### config.mk
export PLATFORM = sky130hd
export DESIGN_NAME = response_frame_deframer_top
export DESIGN_NICKNAME = d
export VERILOG_FILES = /design/src/rtl/rfd_pkg.sv /design/src/rtl/response_frame_deframer_top.sv /design/src/rtl/rfd_regs.sv /design/src/rtl/rfd_parser.sv /design/src/rtl/rfd_out_buf.sv
export SDC_FILE = /design/constraint.sdc
export NUM_CORES = 1
export LEC_CHECK = 0
export BUFFER_PORTS_ARGS = -buffer_cell sky130_fd_sc_hd__buf_2
export CAP_MARGIN = 20
export CORE_ASPECT_RATIO = 0.75
export CORE_MARGIN = 10
export CORE_UTILIZATION = 55
export CTS_CLUSTER_SIZE = 24
export DETAILED_ROUTE_END_ITERATION = 8
export PLACE_DENSITY = 0.87
export SLEW_MARGIN = 20
export SYNTH_ARGS = -nofsm -noshare
export SYNTH_HDL_FRONTEND = slang
export SYNTH_HIERARCHICAL = 1
export SYNTH_SLANG_ARGS = --single-unit
### constraint.sdc
create_clock -name aclk -period 5.26 [get_ports aclk]
set_input_delay 1.052 -clock aclk [delete_from_list [all_inputs] [get_ports aclk]]
set_output_delay 1.052 -clock aclk [all_outputs]
set_load 0.02 [all_outputs]
### src/rtl/rfd_pkg.sv
// shared types, codes and constants of the response frame deframer
`default_nettype none

package rfd_pkg;

    // framing constants
    localparam logic [7:0] SYNC_BYTE    = 8'hFF;
    localparam logic [15:0] MIN_LENGTH  = 16'd5;
    localparam logic [15:0] HEADER_TAIL = 16'd4;

    // configuration register indexes
    localparam int unsigned ADDR_W     = 3;
    localparam logic REG_NODE_ID       = 1'b0;
    localparam logic REG_FN_CODE       = 1'b1;

    // result kinds
    localparam logic [1:0] KIND_PAYLOAD = 2'd0;
    localparam logic [1:0] KIND_GOOD    = 2'd1;
    localparam logic [1:0] KIND_REJECT  = 2'd2;

    // error codes
    localparam logic [2:0] ERR_NONE     = 3'd0;
    localparam logic [2:0] ERR_VERSION  = 3'd1;
    localparam logic [2:0] ERR_ZERO_LEN = 3'd2;
    localparam logic [2:0] ERR_SHORT    = 3'd3;
    localparam logic [2:0] ERR_MISMATCH = 3'd4;
    localparam logic [2:0] ERR_DEVICE   = 3'd5;

    // output beat packing
    localparam int unsigned TDATA_W = 32;
    localparam int unsigned TUSER_W = 2;

    // parser phases
    typedef enum logic [3:0] {
        PH_SYNC,
        PH_VER,
        PH_LEN_LO,
        PH_LEN_HI,
        PH_ID,
        PH_FC,
        PH_ERR_LO,
        PH_ERR_HI,
        PH_PAYLOAD,
        PH_CRC_LO,
        PH_CRC_HI
    } phase_t;

    // expected header values from the register file
    typedef struct packed {
        logic [7:0] node_id;
        logic [7:0] fn_code;
    } cfg_t;

    // one result item
    typedef struct packed {
        logic [1:0]  kind;
        logic [7:0]  payload_byte;
        logic [2:0]  error_code;
        logic [15:0] device_errors;
        logic        frame_last;
    } result_t;

endpackage

`default_nettype wire

### src/rtl/response_frame_deframer_top.sv
// top level of the response frame deframer
//
// Takes received serial bytes on the s_ stream, one byte per beat in s_tdata,
// and parses response frames (sync, version, length, server id, function code,
// device error word, payload, two crc bytes). Results leave on the m_ stream:
// m_tuser carries the kind (payload byte, frame good, frame rejected), m_tlast
// marks the result that closes a frame, and m_tdata holds payload byte, error
// code and device error word. Each byte is parsed in the cycle it is taken;
// a result it causes is registered into the output stage in the next cycle. One
// byte is accepted every cycle while s_tready is high.
// A two-entry output register and skid stage let s_tready stay high while
// one result waits; only when both are full does s_tready drop until m_tready
// drains one. The apb port sets the expected server id (address 0) and
// function code (address 4). Synchronous active-low reset returns the parser
// to sync hunting, clears both registers and empties the output stage.
`default_nettype none

module response_frame_deframer_top
    import rfd_pkg::*;
(
    input  wire logic               aclk,
    input  wire logic               aresetn,
    // input stream: [7:0] rx_byte
    input  wire logic               s_tvalid,
    output logic                    s_tready,
    input  wire logic [7:0]         s_tdata,
    // result stream: [7:0] payload_byte, [10:8] error_code, [26:11] device_errors
    output logic                    m_tvalid,
    input  wire logic               m_tready,
    output logic [TDATA_W-1:0]      m_tdata,
    // [1:0] kind
    output logic [TUSER_W-1:0]      m_tuser,
    output logic                    m_tlast,
    // configuration port
    input  wire logic               psel,
    input  wire logic               penable,
    input  wire logic               pwrite,
    input  wire logic [ADDR_W-1:0]  paddr,
    input  wire logic [31:0]        pwdata,
    output logic [31:0]             prdata,
    output logic                    pready
);

    cfg_t    cfg;
    logic    beat_valid;
    logic    res_valid;
    result_t res;
    logic    space;
    result_t out_data;

    assign s_tready   = space;
    assign beat_valid = s_tvalid && space;

    // configuration registers
    rfd_regs u_regs (
        .aclk    (aclk),
        .aresetn (aresetn),
        .psel    (psel),
        .penable (penable),
        .pwrite  (pwrite),
        .paddr   (paddr),
        .pwdata  (pwdata),
        .prdata  (prdata),
        .pready  (pready),
        .cfg     (cfg)
    );

    // frame parser
    rfd_parser u_parser (
        .aclk       (aclk),
        .aresetn    (aresetn),
        .beat_valid (beat_valid),
        .rx_byte    (s_tdata),
        .cfg        (cfg),
        .res_valid  (res_valid),
        .res        (res)
    );

    // output register and skid
    rfd_out_buf u_out_buf (
        .aclk      (aclk),
        .aresetn   (aresetn),
        .push      (beat_valid && res_valid),
        .push_data (res),
        .space     (space),
        .out_valid (m_tvalid),
        .out_data  (out_data),
        .out_ready (m_tready)
    );

    // output beat packing
    assign m_tdata = {5'd0, out_data.device_errors, out_data.error_code,
                      out_data.payload_byte};
    assign m_tuser = out_data.kind;
    assign m_tlast = out_data.frame_last;

endmodule

`default_nettype wire

### src/rtl/rfd_regs.sv
// apb register file holding the expected server id and function code
`default_nettype none

module rfd_regs
    import rfd_pkg::*;
(
    input  wire logic              aclk,
    input  wire logic              aresetn,
    input  wire logic              psel,
    input  wire logic              penable,
    input  wire logic              pwrite,
    input  wire logic [ADDR_W-1:0] paddr,
    input  wire logic [31:0]       pwdata,
    output logic [31:0]            prdata,
    output logic                   pready,
    output cfg_t                   cfg
);

    logic [7:0] node_id_reg;
    logic [7:0] fn_code_reg;
    logic       wr_en;
    logic       reg_sel;

    assign pready  = 1'b1;
    assign wr_en   = psel && penable && pwrite;
    assign reg_sel = paddr[2];

    // register writes
    always_ff @(posedge aclk) begin
        if (!aresetn) begin
            node_id_reg <= 8'd0;
            fn_code_reg <= 8'd0;
        end else if (wr_en) begin
            unique case (reg_sel)
                REG_NODE_ID: node_id_reg <= pwdata[7:0];
                REG_FN_CODE: fn_code_reg <= pwdata[7:0];
                default:     node_id_reg <= node_id_reg;
            endcase
        end
    end

    // read mux
    always_comb begin
        unique case (reg_sel)
            REG_NODE_ID: prdata = {24'd0, node_id_reg};
            REG_FN_CODE: prdata = {24'd0, fn_code_reg};
            default:     prdata = 32'd0;
        endcase
    end

    assign cfg.node_id = node_id_reg;
    assign cfg.fn_code = fn_code_reg;

endmodule

`default_nettype wire

### src/rtl/rfd_parser.sv
// frame parser state machine, one byte per cycle while beat_valid is high
`default_nettype none

module rfd_parser
    import rfd_pkg::*;
(
    input  wire logic       aclk,
    input  wire logic       aresetn,
    input  wire logic       beat_valid,
    input  wire logic [7:0] rx_byte,
    input  wire cfg_t       cfg,
    output logic            res_valid,
    output result_t         res
);

    phase_t      phase_reg, phase_next;
    logic [15:0] frame_length_reg, frame_length_next;
    logic [15:0] payload_left_reg, payload_left_next;
    logic [15:0] error_word_reg, error_word_next;
    logic        mismatch_reg, mismatch_next;

    logic [15:0] length_full;
    logic [15:0] error_full;
    logic [15:0] left_dec;

    assign length_full = {rx_byte, frame_length_reg[7:0]};
    assign error_full  = {rx_byte, error_word_reg[7:0]};
    assign left_dec    = (payload_left_reg != 16'd0) ? (payload_left_reg - 16'd1)
                                                     : payload_left_reg;

    // state registers
    always_ff @(posedge aclk) begin
        if (!aresetn) begin
            phase_reg        <= PH_SYNC;
            frame_length_reg <= 16'd0;
            payload_left_reg <= 16'd0;
            error_word_reg   <= 16'd0;
            mismatch_reg     <= 1'b0;
        end else if (beat_valid) begin
            phase_reg        <= phase_next;
            frame_length_reg <= frame_length_next;
            payload_left_reg <= payload_left_next;
            error_word_reg   <= error_word_next;
            mismatch_reg     <= mismatch_next;
        end
    end

    // next state
    always_comb begin
        phase_next        = phase_reg;
        frame_length_next = frame_length_reg;
        payload_left_next = payload_left_reg;
        error_word_next   = error_word_reg;
        mismatch_next     = mismatch_reg;
        unique case (phase_reg)
            PH_SYNC: begin
                if (rx_byte == SYNC_BYTE) begin
                    frame_length_next = 16'd0;
                    payload_left_next = 16'd0;
                    error_word_next   = 16'd0;
                    mismatch_next     = 1'b0;
                    phase_next        = PH_VER;
                end
            end
            PH_VER: begin
                phase_next = (rx_byte == SYNC_BYTE) ? PH_LEN_LO : PH_SYNC;
            end
            PH_LEN_LO: begin
                frame_length_next = {8'd0, rx_byte};
                phase_next        = PH_LEN_HI;
            end
            PH_LEN_HI: begin
                frame_length_next = length_full;
                phase_next        = (length_full == 16'd0) ? PH_SYNC : PH_ID;
            end
            PH_ID: begin
                if (rx_byte != cfg.node_id) begin
                    mismatch_next = 1'b1;
                end
                phase_next = PH_FC;
            end
            PH_FC: begin
                if (rx_byte != cfg.fn_code) begin
                    mismatch_next = 1'b1;
                end
                phase_next = PH_ERR_LO;
            end
            PH_ERR_LO: begin
                error_word_next = {8'd0, rx_byte};
                phase_next      = PH_ERR_HI;
            end
            PH_ERR_HI: begin
                error_word_next = error_full;
                if (mismatch_reg || (error_full != 16'd0) ||
                    (frame_length_reg < MIN_LENGTH)) begin
                    phase_next = PH_SYNC;
                end else begin
                    payload_left_next = frame_length_reg - HEADER_TAIL;
                    phase_next        = PH_PAYLOAD;
                end
            end
            PH_PAYLOAD: begin
                payload_left_next = left_dec;
                if (left_dec == 16'd0) begin
                    phase_next = PH_CRC_LO;
                end
            end
            PH_CRC_LO: begin
                phase_next = PH_CRC_HI;
            end
            PH_CRC_HI: begin
                phase_next = PH_SYNC;
            end
            default: begin
                phase_next = PH_SYNC;
            end
        endcase
    end

    // result generation
    always_comb begin
        res_valid = 1'b0;
        res       = '0;
        unique case (phase_reg)
            PH_VER: begin
                if (rx_byte != SYNC_BYTE) begin
                    res_valid         = 1'b1;
                    res.kind          = KIND_REJECT;
                    res.error_code    = ERR_VERSION;
                    res.device_errors = error_word_reg;
                    res.frame_last    = 1'b1;
                end
            end
            PH_LEN_HI: begin
                if (length_full == 16'd0) begin
                    res_valid         = 1'b1;
                    res.kind          = KIND_REJECT;
                    res.error_code    = ERR_ZERO_LEN;
                    res.device_errors = error_word_reg;
                    res.frame_last    = 1'b1;
                end
            end
            PH_ERR_HI: begin
                res.kind          = KIND_REJECT;
                res.device_errors = error_full;
                res.frame_last    = 1'b1;
                priority if (mismatch_reg) begin
                    res_valid      = 1'b1;
                    res.error_code = ERR_MISMATCH;
                end else if (error_full != 16'd0) begin
                    res_valid      = 1'b1;
                    res.error_code = ERR_DEVICE;
                end else if (frame_length_reg < MIN_LENGTH) begin
                    res_valid      = 1'b1;
                    res.error_code = ERR_SHORT;
                end else begin
                    res_valid      = 1'b0;
                    res.error_code = ERR_NONE;
                end
            end
            PH_PAYLOAD: begin
                res_valid        = 1'b1;
                res.kind         = KIND_PAYLOAD;
                res.payload_byte = rx_byte;
            end
            PH_CRC_HI: begin
                res_valid         = 1'b1;
                res.kind          = KIND_GOOD;
                res.error_code    = ERR_NONE;
                res.device_errors = error_word_reg;
                res.frame_last    = 1'b1;
            end
            default: begin
                res_valid = 1'b0;
            end
        endcase
    end

endmodule

`default_nettype wire

### src/rtl/rfd_out_buf.sv
// output register with a skid stage so the input side waits only when both entries are full
`default_nettype none

module rfd_out_buf
    import rfd_pkg::*;
(
    input  wire logic    aclk,
    input  wire logic    aresetn,
    input  wire logic    push,
    input  wire result_t push_data,
    output logic         space,
    output logic         out_valid,
    output result_t      out_data,
    input  wire logic    out_ready
);

    logic    main_valid_reg;
    result_t main_data_reg;
    logic    skid_valid_reg;
    result_t skid_data_reg;
    logic    pop;

    assign pop       = main_valid_reg && out_ready;
    assign space     = !skid_valid_reg;
    assign out_valid = main_valid_reg;
    assign out_data  = main_data_reg;

    // valid flags
    always_ff @(posedge aclk) begin
        if (!aresetn) begin
            main_valid_reg <= 1'b0;
            skid_valid_reg <= 1'b0;
        end else if (skid_valid_reg) begin
            if (pop) begin
                skid_valid_reg <= 1'b0;
            end
        end else if (push) begin
            if (main_valid_reg && !pop) begin
                skid_valid_reg <= 1'b1;
            end else begin
                main_valid_reg <= 1'b1;
            end
        end else if (pop) begin
            main_valid_reg <= 1'b0;
        end
    end

    // payload moves
    always_ff @(posedge aclk) begin
        if (skid_valid_reg) begin
            if (pop) begin
                main_data_reg <= skid_data_reg;
            end
        end else if (push) begin
            if (main_valid_reg && !pop) begin
                skid_data_reg <= push_data;
            end else begin
                main_data_reg <= push_data;
            end
        end
    end

endmodule

`default_nettype wire

Word-level counts from Yosys, hierarchy flattened
Cells that the tools add are included.
{"block": "totals", "word_cells": 130, "reg_bits": 131, "out_inout_bits": 70}
{"block": "op_classes", "n_bitwise": 4, "reduce_logical": 36, "muxes": 44, "magnitude_cmp": 1, "eq_ne": 22, "addsub": 2}
{"op": "$pmux 16 s3", "n": 3}
{"op": "$mux 30", "n": 4}
{"op": "$pmux 20 s4", "n": 1}
{"op": "$pmux 32 s2", "n": 1}
{"op": "$mux 16", "n": 3}
{"op": "$pmux 4 s10", "n": 1}
{"op": "$logic_not 16->1", "n": 2}
{"op": "$reduce_bool 16->1", "n": 2}
{"op": "$mux 19", "n": 1}
{"op": "$mux 18", "n": 1}
{"op": "$reduce_and 3->1", "n": 6}
{"op": "$eq 4x3->1 const B", "n": 4}
{"op": "$lt 16x3->1 const B", "n": 1}
{"op": "$ne 8x8->1", "n": 2}
{"op": "$sub 16x1->16 const B", "n": 1}
{"op": "$sub 16x3->16 const B", "n": 1}
{"op": "$mux 1", "n": 15}
{"op": "$eq 4x4->1 const B", "n": 3}
{"op": "$mux 4", "n": 3}
{"op": "$reduce_and 4->1", "n": 3}
{"op": "$reduce_bool 3->1", "n": 4}
{"op": "$ne 2x1->1 const B", "n": 5}
{"op": "$mux 3", "n": 3}
{"op": "$eq 4x2->1 const B", "n": 2}
{"op": "18 further kinds", "n": 37}

Longest topological paths before layout
{"block": "logic_depth", "ltp_word": 8, "mapped_depth": 12, "depth_no_buf": 12}

Hierarchy
The synthesis kept the hierarchy.
{"mod": "rfd_parser", "instances": 1, "seq_area_each_um2": 1061.0, "area_each_um2": 3532.1, "cells_each": 473}
{"mod": "rfd_out_buf", "instances": 1, "seq_area_each_um2": 1841.8, "area_each_um2": 2424.8, "cells_each": 108}
{"mod": "rfd_regs", "instances": 1, "seq_area_each_um2": 320.3, "area_each_um2": 933.4, "cells_each": 97}
{"mod": "response_frame_deframer_top", "instances": 1, "seq_area_each_um2": 0.0, "area_each_um2": 53.8, "cells_each": 8}

Worst setup path before layout
OpenSTA, ideal clock, no wires.
{"block": "synth_path", "path_kind": "input to register", "from": "input s_tdata[4]", "to": "register u_out_buf.main_data_reg, in the netlist u_out_buf/out_data[0], enable pin", "t_arrival_ns": 4.246, "t_required_ns": 4.833, "slack_ns": 0.587, "path_buffers": 1, "setup_time_ns": 0.427, "cell_stages": 11, "cell_sequence": "clkbuf_1 -> nor4_1 -> nand4_1 -> a21oi_1 -> nand3_1 -> o21ai_1 -> a21oi_1 -> nand2_1 -> and3_1 -> mux2i_1 -> a21oi_1"}
{"block": "synth_via", "elab_chain_cells": 7, "elab_cells_between_ends": 11, "classes_between": "eq/ne: 1; mux: 5; reduce/logical: 5"}
{"item": "start: declaration", "line_no": "response_frame_deframer_top.sv:26", "source": "input wire logic [7:0] s_tdata,"}
{"item": "$reduce_bool 16->1", "line_no": "rfd_parser.sv:150", "source": "end else if (error_full != 16'd0) begin"}
{"item": "$mux 1", "line_no": "rfd_parser.sv:150"}
{"item": "$mux 1", "line_no": "rfd_parser.sv:147", "source": "priority if (mismatch_reg) begin"}
{"item": "$pmux 1 s4 (*)", "line_no": "rfd_parser.sv:124", "source": "unique case (phase_reg)"}
{"item": "net res_valid", "line_no": "response_frame_deframer_top.sv:46", "source": "logic res_valid;"}
{"item": "$logic_and 1x1->1 (*)", "line_no": "response_frame_deframer_top.sv:83", "source": ".push (beat_valid && res_valid),"}
{"item": "$reduce_bool 2->1 (no source line) (*)"}
{"item": "$reduce_and 3->1 (no source line) (*)"}
{"item": "end signal: assignment", "line_no": "rfd_out_buf.sv:52", "source": "main_data_reg <= skid_data_reg;"}
{"item": "end signal: assignment", "line_no": "rfd_out_buf.sv:58", "source": "main_data_reg <= push_data;"}
{"item": "end: declaration", "line_no": "rfd_out_buf.sv:18", "source": "result_t main_data_reg;"}
The timed path passes the listed nets; every way through them passes the cells marked *.
A chain may end at the register's enable or synchronous reset.

Worst setup path after layout
{"block": "layout_path", "from": "input s_tdata[4]", "to": "register u_out_buf.main_data_reg, in the netlist u_out_buf/out_data[29], enable pin"}
Same word-level chain as after synthesis.

==> flow_summary.ini <==
[run_status]
status = finished, final reports clean

[synth]
synth.avg_cell_area_um2 = 10.1
ys_ff_latch = 131
synth-main-ff-cell = dfxtp_1
syn_inst = 686
synth-async-reset-ratio = 0
syn-cell-area_um2 = 6940
ys_types = 68
yosysWarnings = 6
synth_edf_count = 60
ys_seq_area_frac = 0.464

[setup_path]
cp_slowest_cell = o21ai_1
reg2reg_depth = 11
r2r_slack_ps = 1910
path_cells = buf_2, nor4_1, nand4_1, a21oi_1, nand3_1, o21ai_1, a21oi_1, nand2_1, and3_1, mux2i_1, a21oi_2, buf_4
critPathKind = in2reg
reg2reg_to = u_out_buf/out_data[29]$_DFFE_PP_
cp-start-kind = input port
slowest_delay_ps = 430
cpMostUsedCell = a21oi_1
cp_data_required_time_ps = 5330
end_kind = flip-flop
r2r-start = u_parser/frame_length_reg[6]$_SDFFE_PN0P_
cp_max_fo = 30
critPathArrivalTime_ps = 3690

[clocking]
clk_latency_ps = 420
cts_resized = 0
cts_made_buffers = 17
post_cts.repair.setup_buffers = 0
cts.sinks = 131
clock-root-buffer = clkbuf_16
cts-hold-fix-buffers = 0
clk_pin_slew_ps = 60
clk_path_buf_depth = 2
cts_htree_levels = 4
cts_tree = done

[power_and_ir_drop]
p_int_w = 0.00180
power_density_nw_per_um2 = 312
totalPowerFinal_w = 0.00242
pwr-share-clk = 0.475
ir_worst_vdd_uv = 256
p_switching_w = 0.000614
power_leakage_nw = 3.07
power.share.combinational = 0.080
pwr-share-seq = 0.445
swShare = 0.254

[cells_and_area]
area_growth_pct = 11.5
final_nets = 784
drive_gt1_frac = 0.207
fillCellCount = 957
final_cell_mix = dfxtp_1, nand2_1, buf_2
layout_commonest_cell = dfxtp_1
n_antenna_cell = 0

[routing]
vias_per_cell = 6.13
postRouteAntennaNets = 0
route.detailed.drc = 0
drt-initial-drc-count = 730
dr.pass1.iters = 6
drt-total-wl_um = 17100
vias = 5572
routedWlPerCell_um = 18.8

[sta]
setup_tns_ps = 0
worst_clock_skew_ps = 10.1
whs_ps = 466
period_share = 0.688
fin_ws_ps = 1640
grt_setup_unrepaired = no
period_minus_slack_ps = 3620
clock.fmax_ghz = 0.277
drv_slew = 0
setup_viol = 0
max-slew-margin-rel = 0.287
hold_viol_final = 0
worst_pin_slew_ps = 1070

[die]
coreArea_um2 = 12300
start_util = 0.564
rows = 35
num_io_pins = 120
die-area_um2 = 17600
die_h_um = 117
fp.dieW_um = 150

[grt]
grt_max_degree = 44
grt_pass1_vias = 5354
grt_pass1_wl_um = 27300
grt-ovfl-total = 0
grtUsageTotal = 0.189
antenna_found_initial = 0

[min_path]
hp-class = reg2reg
worstHoldStart = u_parser/error_word_reg[14]$_SDFFE_PN0P_
min_path_cells = 2
hold_end = u_parser/error_word_reg[14]$_SDFFE_PN0P_

[run]
drv_cap = 0

[placed_design]
globalplace.congestion = 0.965
numPortBuffers = 63
hpwl_um = 11800
post-place-ws_ps = 1340
[metrics by stage]
stage	area (um2)	std cells	utilization
4_1_cts	7740	909	0.629
2_1_floorplan	7050	713	-
5_1_grt	7740	909	0.629
3_3_place_gp	7160	877	0.582
3_5_place_dp	7160	877	0.582
6_report	7740	909	0.629
[critical path: cells and delay by family]
kind                   cells  cell delay, ps
AO/OA/AOI/OAI              4             860
buffers and inverters      2             540
AND/OR/NAND/NOR            5            1090
multiplexers               1             100
[cell families (layout without fill, tap and decap cells)]
kind of cell | after synthesis | count (layout) | share of synthesized area
flip-flops | 131 | 131 | 0.464
AND/OR/NAND/NOR | 248 | 248 | 0.186
XOR/XNOR | 30 | 30 | 0.0378
buffers and inverters | 84 | 114 | 0.0730
AO/OA/AOI/OAI | 127 | 127 | 0.124
multiplexers | 59 | 59 | 0.106
other | 3 | 30 | 0.00162
adder cells (fa/ha/maj) | 4 | 4 | 0.00721
[power groups by stage]
| stage | Sequential (W) | Combinational, W | Clock, W |
|---|---|---|---|
| 3_3_place_gp | 0.00110 | 0.000180 | 0 |
| 2_1_floorplan | 0.00110 | 0.000153 | 0 |
| 5_1_grt | 0.00108 | 0.000206 | 0.00121 |
| 4_1_cts | 0.00108 | 0.000187 | 0.00116 |
| 3_5_place_dp | 0.00110 | 0.000185 | 0 |
| 6_report | 0.00108 | 0.000192 | 0.00115 |
[metal layers]
metal,up-vias,GRT usage,wire length [um]
met5,-,0,0
met4,0,0.0594,314
met3,44,0.0668,1750
met2,353,0.283,7800
met1,2638,0.250,7270
li1,2537,-,-
[area by class of cell]
cell class / instances / area (um2) / area share
multi-input combinational: 498 / 3320 / 0.429
sequential: 131 / 3220 / 0.417
clock buffer: 18 / 439 / 0.0567
timing repair buffer: 69 / 360 / 0.0465
tap: 166 / 208 / 0.0268
clock inverter: 14 / 141 / 0.0183
inverter: 13 / 48.8 / 0.00630
[how the worst max path moves through the flow]
stage | startpoint | endpoint | slack [ps] | cells past startpoint
2_1_floorplan | s_tdata[4] | u_out_buf/out_data[0]$_DFFE_PP_ | 590 | 11
3_3_place_gp | s_tdata[0] | u_out_buf/out_data[28]$_DFFE_PP_ | 1350 | 12
3_5_place_dp | s_tdata[4] | u_out_buf/out_data[29]$_DFFE_PP_ | 1340 | 12
4_1_cts | s_tdata[4] | u_out_buf/out_data[25]$_DFFE_PP_ | 1780 | 12
5_1_grt | s_tdata[4] | u_out_buf/out_data[29]$_DFFE_PP_ | 1340 | 12
6_report | s_tdata[4] | u_out_buf/out_data[29]$_DFFE_PP_ | 1640 | 12
[synthesized netlist by cell type (all sizes together) (4+ instances only)]
cell type   n  area, um2
or4         6       52.6
clkbuf     30        114
mux2i      21        210
ha          4       50.1
buf        41        344
nand4b      4       50.1
nor2b      10       62.6
nand3      25        130
a22o        8       70.1
a211oi      6       45.0
o22ai      10       68.8
nor3       16       80.1
o32ai       8       70.1
inv        13       48.8
o21ai      13       68.8
and2       12       75.1
mux2       38        529
xor2       10       87.6
o31ai       4       30.0
nand2b     10       62.6
xnor2      20        175
nand4       9       71.3
dfxtp      71       1420
nor4       14        109
a22oi      17        128
or3         8       50.1
nand2      67        251
a21oi      42        210
nor2       54        203
edfxtp     60       1800
Power figures use the tool's default switching activity.
